### config.mk
export PLATFORM = sky130hd
export DESIGN_NAME = hamming_sec_codec
export DESIGN_NICKNAME = d
export VERILOG_FILES = /design/src/hdl/hsc_pkg.sv /design/src/hdl/hamming_sec_codec.sv /design/src/hdl/hsc_cfg.sv /design/src/hdl/hsc_core.sv
export SDC_FILE = /design/constraint.sdc
export NUM_CORES = 1
export LEC_CHECK = 0
export BUFFER_PORTS_ARGS = -buffer_cell sky130_fd_sc_hd__buf_2
export CAP_MARGIN = 15
export CORE_ASPECT_RATIO = 0.5
export CORE_UTILIZATION = 45
export DETAILED_ROUTE_END_ITERATION = 8
export PLACE_DENSITY = 0.69
export SLEW_MARGIN = 20
export SYNTH_ARGS = -nofsm -noshare
export SYNTH_HDL_FRONTEND = slang
export SYNTH_SLANG_ARGS = --single-unit
### constraint.sdc
create_clock -name aclk -period 5 [get_ports aclk]
set_input_delay 0.5 -clock aclk [delete_from_list [all_inputs] [get_ports aclk]]
set_output_delay 0.5 -clock aclk [all_outputs]
set_load 0.01 [all_outputs]
### src/hdl/hsc_pkg.sv
// Shared types, widths and bit-placement functions for the Hamming SEC codec.
// Used by hsc_cfg, hsc_core and hamming_sec_codec; depends on nothing else.
package hsc_pkg;

    localparam int MAX_DATA_BITS = 57;
    localparam int DATA_W        = 57;
    localparam int CW_W          = 63;
    localparam int SYN_W         = 6;
    localparam int CHK_W         = 3;
    localparam int CFG_W         = 6;
    localparam logic [CFG_W-1:0] DATA_BITS_RST = 6'd8;

    typedef enum logic {
        MODE_ENCODE = 1'b0,
        MODE_DECODE = 1'b1
    } mode_t;

    typedef enum logic [1:0] {
        STAT_OK        = 2'd0,
        STAT_DATA_FIX  = 2'd1,
        STAT_CHECK_ERR = 2'd2,
        STAT_UNCORR    = 2'd3
    } status_t;

    typedef struct packed {
        logic [SYN_W-1:0]  n;
        logic [CW_W-1:0]   nmask;
        logic [DATA_W-1:0] dmask;
    } cfg_t;

    typedef struct packed {
        mode_t             mode;
        logic [DATA_W-1:0] data_in;
        logic [CW_W-1:0]   codeword_in;
    } item_t;

    typedef struct packed {
        status_t           status;
        logic [SYN_W-1:0]  syndrome;
        logic [DATA_W-1:0] data_out;
        logic [CW_W-1:0]   codeword_out;
    } result_t;

    function automatic logic is_pow2(input logic [SYN_W-1:0] v);
        return (v != '0) && ((v & (v - 1'b1)) == '0);
    endfunction

    function automatic logic [CHK_W-1:0] check_count(input logic [CFG_W-1:0] m);
        logic [CHK_W-1:0] r;
        logic             found;
        r     = '0;
        found = 1'b0;
        for (int i = 1; i <= 7; i++) begin
            if (!found && (((8'd1 << i) - 8'd1) >= ({2'b0, m} + 8'(i)))) begin
                r     = CHK_W'(i);
                found = 1'b1;
            end
        end
        return r;
    endfunction

    function automatic cfg_t cfg_from_bits(input logic [CFG_W-1:0] v);
        logic [CFG_W-1:0] m;
        logic [CHK_W-1:0] r;
        cfg_t             c;
        m = v;
        if (m == '0) begin
            m = 6'd1;
        end
        if (m > CFG_W'(MAX_DATA_BITS)) begin
            m = CFG_W'(MAX_DATA_BITS);
        end
        r   = check_count(m);
        c.n = m + {{(CFG_W-CHK_W){1'b0}}, r};
        for (int k = 0; k < CW_W; k++) begin
            c.nmask[k] = (7'(k) < {1'b0, c.n});
        end
        for (int k = 0; k < DATA_W; k++) begin
            c.dmask[k] = (7'(k) < {1'b0, m});
        end
        return c;
    endfunction

    function automatic logic [CW_W-1:0] place_data(input logic [DATA_W-1:0] d);
        logic [CW_W-1:0]  cw;
        logic [SYN_W-1:0] k;
        cw = '0;
        k  = '0;
        for (int pos = 1; pos <= CW_W; pos++) begin
            if (!is_pow2(SYN_W'(pos))) begin
                cw[pos-1] = d[k];
                k         = k + 1'b1;
            end
        end
        return cw;
    endfunction

    function automatic logic [DATA_W-1:0] extract_data(input logic [CW_W-1:0] cw);
        logic [DATA_W-1:0] d;
        logic [SYN_W-1:0]  k;
        d = '0;
        k = '0;
        for (int pos = 1; pos <= CW_W; pos++) begin
            if (!is_pow2(SYN_W'(pos))) begin
                d[k] = cw[pos-1];
                k    = k + 1'b1;
            end
        end
        return d;
    endfunction

    function automatic logic [CW_W-1:0] place_checks(input logic [SYN_W-1:0] s);
        logic [CW_W-1:0] cw;
        cw = '0;
        for (int i = 0; i < SYN_W; i++) begin
            cw[(1 << i) - 1] = s[i];
        end
        return cw;
    endfunction

    function automatic logic [SYN_W-1:0] syndrome_of(input logic [CW_W-1:0] cw);
        logic [SYN_W-1:0] s;
        s = '0;
        for (int pos = 1; pos <= CW_W; pos++) begin
            if (cw[pos-1]) begin
                s = s ^ SYN_W'(pos);
            end
        end
        return s;
    endfunction

endpackage

### src/hdl/hamming_sec_codec.sv
// Hamming single-error-correcting encoder/decoder, stream in and stream out.
// An accepted input waits in the input register; its result then moves to the result register,
// which drives m_tvalid, unless m_tready holds the output stage full.
// One transaction per cycle while m_tready does not stall; input register, one XOR-tree pass, result register.
// Backpressure from m_tready stalls both stages; each stage refills while its data leaves.
// Reset (aresetn low, synchronous) empties both stages and sets the data length to 8.
// Depends on hsc_pkg, hsc_cfg and hsc_core.
module hamming_sec_codec (
    input  logic                         aclk,
    input  logic                         aresetn,
    input  logic                         cfg_we,
    input  logic [hsc_pkg::CFG_W-1:0]    cfg_wdata,
    input  logic                         s_tvalid,
    output logic                         s_tready,
    input  logic [119:0]                 s_tdata,   // data_in[56:0], codeword_in[119:57]
    input  logic                         s_tuser,   // mode[0]
    output logic                         m_tvalid,
    input  logic                         m_tready,
    output logic [127:0]                 m_tdata    // codeword_out[62:0], data_out[119:63],
                                                    // syndrome[125:120], status[127:126]
);

    hsc_pkg::cfg_t    cfg;
    hsc_pkg::item_t   item_reg;
    hsc_pkg::item_t   item_next;
    hsc_pkg::result_t result;
    hsc_pkg::result_t result_reg;
    logic             in_valid_reg;
    logic             in_valid_next;
    logic             out_valid_reg;
    logic             out_valid_next;
    logic             out_ready;
    logic             in_ready;

    hsc_cfg u_cfg (
        .aclk      (aclk),
        .aresetn   (aresetn),
        .cfg_we    (cfg_we),
        .cfg_wdata (cfg_wdata),
        .cfg       (cfg)
    );

    hsc_core u_core (
        .item   (item_reg),
        .cfg    (cfg),
        .result (result)
    );

    always_comb begin
        out_ready      = !out_valid_reg || m_tready;
        in_ready       = !in_valid_reg || out_ready;
        in_valid_next  = in_ready ? s_tvalid : in_valid_reg;
        out_valid_next = out_ready ? in_valid_reg : out_valid_reg;
        item_next.mode        = hsc_pkg::mode_t'(s_tuser);
        item_next.data_in     = s_tdata[56:0];
        item_next.codeword_in = s_tdata[119:57];
    end

    always_ff @(posedge aclk) begin
        if (!aresetn) begin
            in_valid_reg  <= 1'b0;
            out_valid_reg <= 1'b0;
        end else begin
            in_valid_reg  <= in_valid_next;
            out_valid_reg <= out_valid_next;
        end
    end

    always_ff @(posedge aclk) begin
        if (s_tvalid && in_ready) begin
            item_reg <= item_next;
        end
        if (in_valid_reg && out_ready) begin
            result_reg <= result;
        end
    end

    assign s_tready = in_ready;
    assign m_tvalid = out_valid_reg;
    assign m_tdata  = {result_reg.status, result_reg.syndrome,
                       result_reg.data_out, result_reg.codeword_out};

endmodule

### src/hdl/hsc_cfg.sv
// Data-length register of the Hamming SEC codec with its derived code length and masks.
// Depends on hsc_pkg.
module hsc_cfg (
    input  logic                           aclk,
    input  logic                           aresetn,
    input  logic                           cfg_we,
    input  logic [hsc_pkg::CFG_W-1:0]      cfg_wdata,
    output hsc_pkg::cfg_t                  cfg
);

    hsc_pkg::cfg_t cfg_reg;
    hsc_pkg::cfg_t cfg_next;

    always_comb begin
        cfg_next = hsc_pkg::cfg_from_bits(cfg_wdata);
    end

    always_ff @(posedge aclk) begin
        if (!aresetn) begin
            cfg_reg <= hsc_pkg::cfg_from_bits(hsc_pkg::DATA_BITS_RST);
        end else if (cfg_we) begin
            cfg_reg <= cfg_next;
        end
    end

    assign cfg = cfg_reg;

endmodule

### src/hdl/hsc_core.sv
// Encode and decode datapath of the Hamming SEC codec: syndrome tree, correction, data extract.
// Purely combinational; depends on hsc_pkg.
module hsc_core (
    input  hsc_pkg::item_t   item,
    input  hsc_pkg::cfg_t    cfg,
    output hsc_pkg::result_t result
);

    logic [hsc_pkg::CW_W-1:0]  placed;
    logic [hsc_pkg::CW_W-1:0]  rx_cw;
    logic [hsc_pkg::CW_W-1:0]  syn_src;
    logic [hsc_pkg::SYN_W-1:0] syn;
    logic [hsc_pkg::CW_W-1:0]  flip;
    logic [hsc_pkg::CW_W-1:0]  cw;
    hsc_pkg::status_t          status;

    always_comb begin
        placed  = hsc_pkg::place_data(item.data_in & cfg.dmask);
        rx_cw   = item.codeword_in & cfg.nmask;
        syn_src = (item.mode == hsc_pkg::MODE_DECODE) ? rx_cw : placed;
        syn     = hsc_pkg::syndrome_of(syn_src);

        for (int k = 0; k < hsc_pkg::CW_W; k++) begin
            flip[k] = (syn == hsc_pkg::SYN_W'(k + 1));
        end

        if (syn == '0) begin
            status = hsc_pkg::STAT_OK;
        end else if (syn > cfg.n) begin
            status = hsc_pkg::STAT_UNCORR;
        end else if (hsc_pkg::is_pow2(syn)) begin
            status = hsc_pkg::STAT_CHECK_ERR;
        end else begin
            status = hsc_pkg::STAT_DATA_FIX;
        end

        if (item.mode == hsc_pkg::MODE_DECODE) begin
            cw = (status == hsc_pkg::STAT_DATA_FIX) ? (rx_cw ^ flip) : rx_cw;
            result.syndrome = syn;
            result.status   = status;
        end else begin
            cw = placed | hsc_pkg::place_checks(syn);
            result.syndrome = '0;
            result.status   = hsc_pkg::STAT_OK;
        end

        result.codeword_out = cw;
        result.data_out     = hsc_pkg::extract_data(cw);
    end

endmodule

==> results of run 1 <==
metrics by stage:
stage          hold WS (ns)  utilization
2_1_floorplan        0.4302            -
5_1_grt             0.06959       0.5432
3_5_place_dp         0.4454       0.5086
6_report            0.07831       0.5432
4_1_cts             0.06968       0.5386
3_3_place_gp         0.4434       0.5086
layout make-up:
class	count	area (um^2)	area share
multi-input combinational	976	6683	0.3562
sequential	319	8308	0.4429
tap	475	594.3	0.03168
timing repair buffer	346	2023	0.1079
inverter	30	115.1	0.006136
clock inverter	19	227.7	0.01214
clock buffer	37	808.3	0.04309
power by group through the flow:
| stage | registers (mW) | clock network [mW] | logic (mW) |
|---|---|---|---|
| finish | 3.15 | 2.44 | 3.74 |
| global route | 3.16 | 2.55 | 3.94 |
| CTS | 3.15 | 2.45 | 3.46 |
| detailed placement | 3.20 | 0 | 3.45 |
| global placement | 3.20 | 0 | 3.47 |
| floorplan | 3.19 | 0 | 2.30 |
worst paths after layout:
kind                 start            to  cells after the start
max          item_reg[120]   m_tdata[68]                     18
min            s_tdata[67]  item_reg[10]                      1
max reg2reg  item_reg[120]   m_tdata[68]                     18
min reg2reg   u_cfg.cfg[3]  u_cfg.cfg[3]                      2
Yosys cell counts (3+ instances only):
master | count | share of area
dfxtp_1 | 127 | 0.16
nor3_1 | 3 | 0.00095
buf_6 | 6 | 0.0043
edfxtp_1 | 192 | 0.36
nand3b_1 | 40 | 0.019
xnor2_2 | 7 | 0.0072
buf_1 | 6 | 0.0014
and2_1 | 15 | 0.0059
nand3_1 | 74 | 0.023
o21ai_2 | 10 | 0.0055
o211a_1 | 7 | 0.0044
buf_4 | 64 | 0.030
xnor2_1 | 55 | 0.030
mux2i_1 | 15 | 0.0095
and3_1 | 24 | 0.0095
inv_1 | 27 | 0.0064
o31ai_1 | 3 | 0.0014
nand2_1 | 134 | 0.032
mux2_1 | 38 | 0.027
nor2_2 | 5 | 0.0020
a21boi_0 | 34 | 0.016
o21ai_1 | 40 | 0.013
o22ai_1 | 11 | 0.0044
buf_2 | 9 | 0.0028
clkbuf_1 | 53 | 0.013
o21ai_0 | 63 | 0.020
o211ai_1 | 14 | 0.0066
nor2b_1 | 58 | 0.023
a21oi_1 | 69 | 0.022
inv_2 | 3 | 0.00071
xor2_1 | 25 | 0.014
a31oi_1 | 40 | 0.016
nor2_1 | 57 | 0.014
nand2b_1 | 33 | 0.013
a21o_1 | 5 | 0.0024
ha_1 | 15 | 0.012
xnor3_1 | 17 | 0.024
o221a_2 | 3 | 0.0021
o21a_1 | 32 | 0.015
repair_timing:
action | CTS | global route
gates resized for setup | 0 | 21
setup buffers | 0 | 2
hold buffers | 0 | 0
endpoints found under the setup margin | 0 | 56
logic make-up after synthesis:
kind of cell | Yosys count | synth area share
multiplexers | 53 | 0.03654
buffers and inverters | 168 | 0.05861
AND/OR/NAND/NOR | 458 | 0.1493
adder cells (fa/ha/maj) | 17 | 0.01376
AO/OA/AOI/OAI | 339 | 0.1330
XOR/XNOR | 109 | 0.08368
flip-flops | 319 | 0.5252
placed cells by master, fill, tap and decap left out, drive strengths merged, types with 3 or more instances in the layout:
cell    Yosys  layout
a21boi     34      34
a21o        5       5
a21oi      69      69
a31oi      40      40
and2       17      17
and3       24      24
buf        85     344
bufinv      0       4
clkbuf     53      39
clkinv      0      11
dfxtp     127     127
edfxtp    192     192
ha         15      15
inv        30      32
mux2       38      38
mux2i      15      15
nand2     135     135
nand2b     34      34
nand3      74      74
nand3b     40      40
nor2       62      62
nor2b      58      58
nor3        3       3
o211a       7       7
o211ai     14      14
o21a       32      32
o21ai     113     113
o221a       3       3
o22ai      11      11
o31ai       3       3
or2         3       3
xnor2      64      64
xnor3      19      19
xor2       25      25
layer usage:
layer  wire (um)  share of wire  up-vias  global-route usage
met5           0              0        -                   0
met4         923          0.018        0             0.05364
li1            -              -     5647                   -
met2       21030           0.41      659              0.3801
met1       22190           0.43     6014              0.4076
met3        7299           0.14       68              0.1052
==> impl_metrics.py, run 1 <==
metrics = {
    "sta": {
        "worstMarginPinSlew_ns": 0.9083,
        "hold_violations": 0,
        "setup_ws_ns": 0.1432,
        "setup-tns-final_ns": 0,
        "setup_viol": 0,
        "slew_violations": 0,
        "period_needed_ns": 4.857,
        "slew_headroom": 0.3944,
        "period_share": 0.9714,
        "fmaxAchievable_mhz": 205.9,
        "final.setup_skew_ns": 0.03048,
    },
    "drt": {
        "drt-pass1-iter-count": 7,
        "dr.first_iter.drc_count": 1539,
        "vias_per_cell": 5.626,
        "vias": 12390,
        "ant_nets": 0,
        "wl_um": 51440,
        "post_drt_wl_per_cell_um": 23.36,
        "drc_errors": 0,
    },
    "floorplan": {
        "ios": 262,
        "die_w_um": 267.2,
        "fp.dieH_um": 134.6,
        "core_um2": 34530,
        "initial_core_util": 0.4581,
        "rows": 48,
        "die_area_um2": 35950,
    },
    "finish": {
        "area_delta_synth_final_pct": 18.59,
        "drive_above_1_share": 0.2600,
        "nets": 1851,
        "largest_reg_flops": 125,
        "diodes": 0,
        "fin_area_um2": 18760,
        "fill_cells": 3061,
        "stdcell_count": 2202,
    },
    "global_routing": {
        "grt_pass1_vias": 11120,
        "grt_antenna_before_repair": 0,
        "grt_max_degree": 89,
        "track_usage": 0.2758,
        "grt_pass1_wl_um": 72190,
        "overflow": 0,
    },
    "run_status": {
        "status": "finished clean",
    },
    "power": {
        "ir_worst_vdd_v": 0.0004388,
        "p_sw_mw": 3.505,
        "switching_share": 0.3758,
        "power_density_nw_per_um2": 497.3,
        "intPower_mw": 5.823,
        "seqPwrFrac": 0.338,
        "p_comb_frac": 0.401,
        "leakage_nw": 7.591,
        "power.total_mw": 9.329,
        "clkPwrFrac": 0.262,
    },
    "setup_path": {
        "startpoint_type": "flop",
        "endpoint_kind": "flop",
        "worst-setup-path-type": "reg2reg",
        "path_delay_family": "XOR/XNOR gates",
        "worst-path-buf-inv": 2,
        "rrSetupSlack_ns": 0.14,
        "worstPathCellList": "buf_12 -> nand3b_1 -> o21ai_1 -> xor2_2 -> xnor2_2 -> xnor3_1 -> xnor2_1 -> xnor2_2 -> ha_1 -> and2_0 -> and3_1 -> a21oi_1 -> o21ai_0 -> nand4_1 -> a41o_4 -> buf_12 -> nand3_1 -> mux2_1",
        "slowest_stage": "xnor3_1",
        "crit_path_max_incr_delay_ns": 0.44,
        "cp.arrival_ns": 5.19,
        "critical_path_peak_fanout": 24,
        "critical_path_required_ns": 5.33,
    },
    "clock_tree": {
        "clkLatencyLatePin_ns": 0.60,
        "clk_pin_slew_ns": 0.07,
        "cts_sinks": 319,
        "cts_tree": "done",
        "htreeDepth": 1,
        "root_buffer": "clkbuf_16",
        "clk_path_buf_depth": 3,
        "numCtsBuffers": 30,
    },
    "logic_synthesis": {
        "synthCells": 1463,
        "syn_area_per_cell_um2": 10.81,
        "ys_seq_area_frac": 0.5252,
        "synthesis.nets": 1611,
        "synth_edf_count": 192,
        "yosys_warnings": 0,
        "syn_area_um2": 15820,
        "synth_ff_type": "edfxtp_1",
        "async_flop_share": 0,
        "synth_seq_cells": 319,
        "yosysUniqueCellTypes": 63,
    },
    "placement": {
        "hpwl_um": 38910,
        "dp_cells": 2142,
        "dpl_cell_area_um2": 17560,
        "dpl_worst_slack_ns": 0.1005,
        "gp_congestion": 1.018,
        "port-buffer-count": 261,
    },
    "job": {
        "maxCapViolCount": 0,
    },
    "worst_hold_path": {
        "hp-class": "in2reg",
    },
}
Note: power is estimated with default switching activity, not from simulation.
==> run 2: changes to the inputs <==
==> constraint.sdc (replaced) <==
create_clock -name aclk -period 5 [get_ports aclk]
set_input_delay 0.75 -clock aclk [delete_from_list [all_inputs] [get_ports aclk]]
set_output_delay 0.75 -clock aclk [all_outputs]
set_load 0.01 [all_outputs]
==> run 2 against run 1 <==
Net effect:
- critical path depth grew 3
- sequential share of layout area decreased by 0.25 points
- non-clock buffer count grew 2
- total power grew 0.97%
- cell area is 0.56% higher
- first-iteration DRC count fell by 2.5%
- maximum frequency decreased by 2.2%
- core utilization is 0.30 points higher
- routed wire length increased by 0.38%
- critical path type unchanged
- critical endpoint is now m_tdata[92]
- largest cell class unchanged
==> impl_metrics.py, run 2 (synthesis gave the netlist of run 1 again) <==
metrics = {
    "run_status": {
        "status": "finished clean",
    },
    "floorplan": {
        "die_w_um": 267.2,
        "ios": 262,
        "rows": 48,
        "die_area_um2": 35950,
        "core_um2": 34530,
        "initial_core_util": 0.4581,
        "fp.dieH_um": 134.6,
    },
    "setup_path": {
        "endpoint_kind": "flop",
        "crit_path_max_incr_delay_ns": 0.41,
        "worst-setup-path-type": "reg2reg",
        "reg2reg_from": "item_reg[120]",
        "crit_end": "m_tdata[92]",
        "crit_top_cell": "xnor2_1",
        "rrSetupSlack_ns": 0.04,
        "slowest_stage": "edfxtp_1",
        "timing.rr.end": "m_tdata[92]",
        "critical_path_peak_fanout": 27,
        "rr_worst_depth": 21,
        "crit_start": "item_reg[120]",
        "startpoint_type": "flop",
        "critical_path_required_ns": 5.46,
        "worstPathCellList": "buf_12 -> buf_4 -> nand3b_1 -> o21ai_1 -> xnor2_1 -> xnor2_1 -> xnor2_1 -> xnor3_1 -> xnor2_2 -> ha_1 -> and2_0 -> nand3_1 -> nor2_2 -> mux2i_1 -> o22ai_1 -> nand2b_1 -> a41o_4 -> buf_12 -> and3_1 -> a31oi_2 -> buf_4",
        "cp.arrival_ns": 5.43,
    },
    "global_routing": {
        "grt_max_degree": 72,
        "grt_antenna_before_repair": 2,
        "track_usage": 0.2809,
        "overflow": 0,
        "grt_pass1_vias": 11240,
        "grt_pass1_wl_um": 73140,
    },
    "placement": {
        "port-buffer-count": 261,
        "dpl_cell_area_um2": 17610,
        "dpl_worst_slack_ns": 0.09040,
        "gp_congestion": 1.025,
        "hpwl_um": 39390,
    },
    "drt": {
        "dr.first_iter.drc_count": 1501,
        "post_drt_wl_per_cell_um": 23.42,
        "vias_per_cell": 5.641,
        "drc_errors": 0,
        "vias": 12440,
        "wl_um": 51640,
        "drt-pass1-iter-count": 6,
        "ant_nets": 0,
    },
    "clock_tree": {
        "clkLatencyLatePin_ns": 0.60,
        "numCtsBuffers": 30,
        "htreeDepth": 1,
        "cts_tree": "done",
        "root_buffer": "clkbuf_16",
        "clk_pin_slew_ns": 0.07,
        "clk_path_buf_depth": 3,
        "cts_hold_buf": 0,
        "cts_sinks": 319,
    },
    "finish": {
        "largest_reg_flops": 125,
        "ff_latch_area_um2": 8308,
        "fin_area_um2": 18860,
        "final_cell_mix": "buf_2 (260), edfxtp_1 (192), nand2_1 (134)",
        "area_delta_synth_final_pct": 19.25,
        "fill_cells": 3006,
        "nets": 1853,
        "multiInputGateArea_um2": 6719,
        "drive_above_1_share": 0.2649,
        "mostFrequentLayoutCell": "buf_2",
    },
    "power": {
        "intPower_mw": 5.892,
        "seqPwrFrac": 0.335,
        "clkPwrFrac": 0.266,
        "leakage_nw": 7.625,
        "p_comb_frac": 0.400,
        "power_density_nw_per_um2": 499.3,
        "p_sw_mw": 3.527,
        "switching_share": 0.3745,
        "power.total_mw": 9.419,
        "ir_worst_vdd_v": 0.0004135,
    },
    "worst_hold_path": {
        "hp-class": "in2reg",
        "hold_depth": 1,
    },
    "sta": {
        "setup-tns-final_ns": 0,
        "hold_violations": 0,
        "worstMarginPinSlew_ns": 1.055,
        "hold_slack_ns": 0.3246,
        "slew_violations": 0,
        "fmaxAchievable_mhz": 201.4,
        "period_needed_ns": 4.965,
        "slew_headroom": 0.2970,
        "final.setup_skew_ns": 0.02291,
        "setup_viol": 0,
        "setup_ws_ns": 0.03516,
        "period_share": 0.9930,
    },
    "job": {
        "maxCapViolCount": 0,
    },
}
-- run 2: worst min-delay path by stage --
stage,endpoint,slack [ns],start
floorplan,u_cfg.cfg[3],0.43,u_cfg.cfg[3]
global placement,u_cfg.cfg[3],0.44,u_cfg.cfg[3]
detailed placement,u_cfg.cfg[7],0.46,u_cfg.cfg[7]
CTS,item_reg[105],0.30,s_tdata[42]
global route,item_reg[10],0.31,s_tdata[67]
finish,item_reg[105],0.32,s_tdata[42]
-- run 2: per-layer routing --
metal | track usage | up-vias | share of wire
li1 | - | 5647 | -
met1 | 0.4102 | 6054 | 0.42
met2 | 0.3926 | 681 | 0.41
met3 | 0.1182 | 56 | 0.15
met4 | 0.03608 | 0 | 0.014
met5 | 0 | - | 0
-- run 2: cell type report --
class | instances | share of cell area
clock inverters | 20 | 0.01472
clock buffers | 36 | 0.04265
inverters | 30 | 0.006235
multi-input cells | 976 | 0.3562
repair buffers | 348 | 0.1082
well taps | 475 | 0.03151
diodes | 1 | 0.0001327
flip-flops and latches | 319 | 0.4404
-- run 2: repair_timing --
action | in CTS | in global routing
resized for setup | 0 | 28
setup endpoints to repair | 0 | 56
setup buffers | 0 | 1
-- run 2: power by group through the flow --
stage | clock network, mW | registers, mW | logic, mW
final | 2.50 | 3.15 | 3.76
after global routing | 2.62 | 3.17 | 3.97
after CTS | 2.53 | 3.15 | 3.47
after detailed placement | 0 | 3.21 | 3.46
after global placement | 0 | 3.21 | 3.48
after floorplan | 0 | 3.19 | 2.30
-- run 2: through the flow --
| stage | util | std cells |
|---|---|---|
| CTS | 0.5412 | 2202 |
| finish | 0.5463 | 2205 |
| detailed placement | 0.5098 | 2146 |
| global route | 0.5462 | 2204 |
| global placement | 0.5098 | 2146 |
| floorplan | - | 1463 |
-- run 2: worst max-delay path, delay by kind of cell, from the launching register on --
kind	cells	cell delay (ns)
fa+ha+maj	1	0.30
xor+xnor	5	1.15
simple gates	6	1.02
mux	1	0.09
compound gates	4	1.11
buf+inv	4	0.72
flops	1	0.41
==> run 3: changes to the inputs <==
--- a/config.mk
+++ b/config.mk
@@ -11,7 +11,9 @@
 export CORE_UTILIZATION = 45
 export DETAILED_ROUTE_END_ITERATION = 8
 export PLACE_DENSITY = 0.69
+export RECOVER_POWER = 100
 export SLEW_MARGIN = 20
 export SYNTH_ARGS = -nofsm -noshare
 export SYNTH_HDL_FRONTEND = slang
 export SYNTH_SLANG_ARGS = --single-unit
+export TNS_END_PERCENT = 10
==> run 3 against run 2 <==
Net effect:
- the run now ends with capacitance limit, slew limit left
- via count hardly changed
- clock skew shrank 0.0053 ns
- sequential cell count did not move
- maximum frequency decreased by 0.27%
- clock power about the same
- first-iteration DRC count shrank 3.3%
- cell area shrank 0.99%
- count of clock-buffer cells in the layout is the same
- non-clock buffer count unchanged
- critical path type unchanged
- highest routed layer unchanged
==> impl_metrics.py, run 3 (synthesis gave the netlist of run 1 again) <==
metrics = {
    "run_status": {
        "status": "finished, violations left",
        "violations": "capacitance limit, slew limit",
    },
    "global_routing": {
        "grt_antenna_before_repair": 2,
        "overflow": 0,
        "grt_max_degree": 72,
        "track_usage": 0.2809,
        "grt_pass1_wl_um": 73140,
        "grt_pass1_vias": 11240,
    },
    "clock_tree": {
        "cts_hold_buf": 0,
        "htreeDepth": 1,
        "clk_pin_slew_ns": 0.07,
        "cts_tree": "done",
        "numCtsBuffers": 30,
        "cts_sinks": 319,
        "root_buffer": "clkbuf_16",
        "clk_path_buf_depth": 3,
        "clkLatencyLatePin_ns": 0.60,
    },
    "finish": {
        "fin_area_um2": 18680,
        "fill_cells": 3102,
        "ff_latch_area_um2": 8308,
        "drive_above_1_share": 0.1857,
        "final_cell_mix": "edfxtp_1 (192), clkbuf_1 (140), nand2_1 (134)",
        "nets": 1853,
        "multiInputGateArea_um2": 6716,
        "fin_util": 0.5408,
        "largest_reg_flops": 125,
        "area_delta_synth_final_pct": 18.07,
        "mostFrequentLayoutCell": "edfxtp_1",
    },
    "placement": {
        "hpwl_um": 39390,
        "port-buffer-count": 261,
        "gp_congestion": 1.025,
        "dpl_cell_area_um2": 17610,
    },
    "setup_path": {
        "timing.rr.end": "m_tdata[92]",
        "worst-setup-path-type": "reg2reg",
        "endpoint_kind": "flop",
        "rr_worst_depth": 21,
        "crit_start": "item_reg[120]",
        "critical_path_required_ns": 5.47,
        "critical_path_peak_fanout": 27,
        "crit_end": "m_tdata[92]",
        "reg2reg_from": "item_reg[120]",
        "startpoint_type": "flop",
        "cp.arrival_ns": 5.44,
        "rrSetupSlack_ns": 0.02,
    },
    "floorplan": {
        "die_w_um": 267.2,
        "core_um2": 34530,
        "rows": 48,
        "initial_core_util": 0.4581,
        "die_area_um2": 35950,
        "fp.dieH_um": 134.6,
        "ios": 262,
    },
    "power": {
        "ir_worst_vdd_v": 0.0004074,
        "leakage_nw": 7.251,
        "power_density_nw_per_um2": 501.8,
    },
    "sta": {
        "hold_violations": 0,
        "final.setup_skew_ns": 0.01763,
        "period_share": 0.9957,
        "slew_violations": 269,
        "fmaxAchievable_mhz": 200.9,
        "setup_viol": 0,
        "worstMarginPinSlew_ns": 3.068,
        "slew_headroom": -1.045,
        "period_needed_ns": 4.978,
        "hold_slack_ns": 0.3259,
    },
    "drt": {
        "drc_errors": 0,
        "drt-pass1-iter-count": 6,
        "vias": 12450,
        "post_drt_wl_per_cell_um": 23.41,
        "wl_um": 51640,
        "ant_nets": 0,
        "dr.first_iter.drc_count": 1451,
        "vias_per_cell": 5.643,
    },
    "job": {
        "maxCapViolCount": 4,
    },
    "worst_hold_path": {
        "hp-class": "in2reg",
    },
}
run 3: cell count changes in the layout (fill, tap and decap cells not counted), sizes merged:
| cell | before | now |
|---|---|---|
| buf | 347 | 207 |
| clkbuf | 37 | 177 |
| diode | 1 | 2 |
run 3: how the worst min path moves through the flow:
stage,startpoint,slack (ns),cells past startpoint,endpoint
after global placement,u_cfg.cfg[3],0.44,2,u_cfg.cfg[3]
after global routing,s_tdata[67],0.31,1,item_reg[10]
after floorplan,u_cfg.cfg[3],0.43,2,u_cfg.cfg[3]
after CTS,s_tdata[42],0.30,1,item_reg[105]
after detailed placement,u_cfg.cfg[7],0.46,2,u_cfg.cfg[7]
final,s_tdata[42],0.33,1,item_reg[105]
run 3: metal layers:
metal / vias up / track usage / routed length, um
li1: 5654 / - / -
met1: 6083 / 0.4102 / 21950
met2: 669 / 0.3926 / 21300
met3: 43 / 0.1182 / 7779
met4: 0 / 0.03608 / 610
met5: - / 0 / 0
run 3: power breakdown:
group	total [mW]	internal, mW	switching [mW]
Sequential	3.16	3.04	0.122
Combinational	3.71	1.41	2.31
Clock	2.50	1.43	1.07
run 3: per-stage QoR:
| stage | power, mW | instances | setup TNS, ns | worst slack, ns |
|---|---|---|---|---|
| 2_1_floorplan | 5.490 | 1463 | 0 | 0.1659 |
| 3_3_place_gp | 6.685 | 2146 | 0 | 0.08843 |
| 3_5_place_dp | 6.667 | 2146 | 0 | 0.09040 |
| 4_1_cts | 9.154 | 2202 | 0 | 0.04218 |
| 5_1_grt | 9.737 | 2204 | -0.1026 | -0.06181 |
| 6_report | 9.372 | 2206 | 0 | 0.02157 |
run 3: cell type report:
type | instances | share of cell area
repair buffers | 348 | 0.09922
flip-flops and latches | 319 | 0.4448
clock inverters | 20 | 0.01487
diodes | 2 | 0.0002680
well taps | 475 | 0.03182
inverters | 30 | 0.006297
multi-input cells | 976 | 0.3596
clock buffers | 36 | 0.04308
run 3: repair_timing:
action,in CTS,in global routing
resized for setup,0,28
setup buffers,0,1
setup endpoints to repair,0,56
run 3: worst max-delay path, stage by stage (launching register included):
cell and delay, ns:
edfxtp_1 0.41, buf_12 0.19, buf_4 0.20, nand3b_1 0.28, o21ai_1 0.29, xnor2_1 0.14
xnor2_1 0.30, xnor2_1 0.19, xnor3_1 0.38, xnor2_2 0.15, ha_1 0.30, and2_0 0.17
nand3_1 0.15, nor2_2 0.15, mux2i_1 0.09, o22ai_1 0.16, nand2b_1 0.10, a41o_4 0.33
buf_12 0.17, and3_1 0.17, a31oi_2 0.33, buf_4 0.17
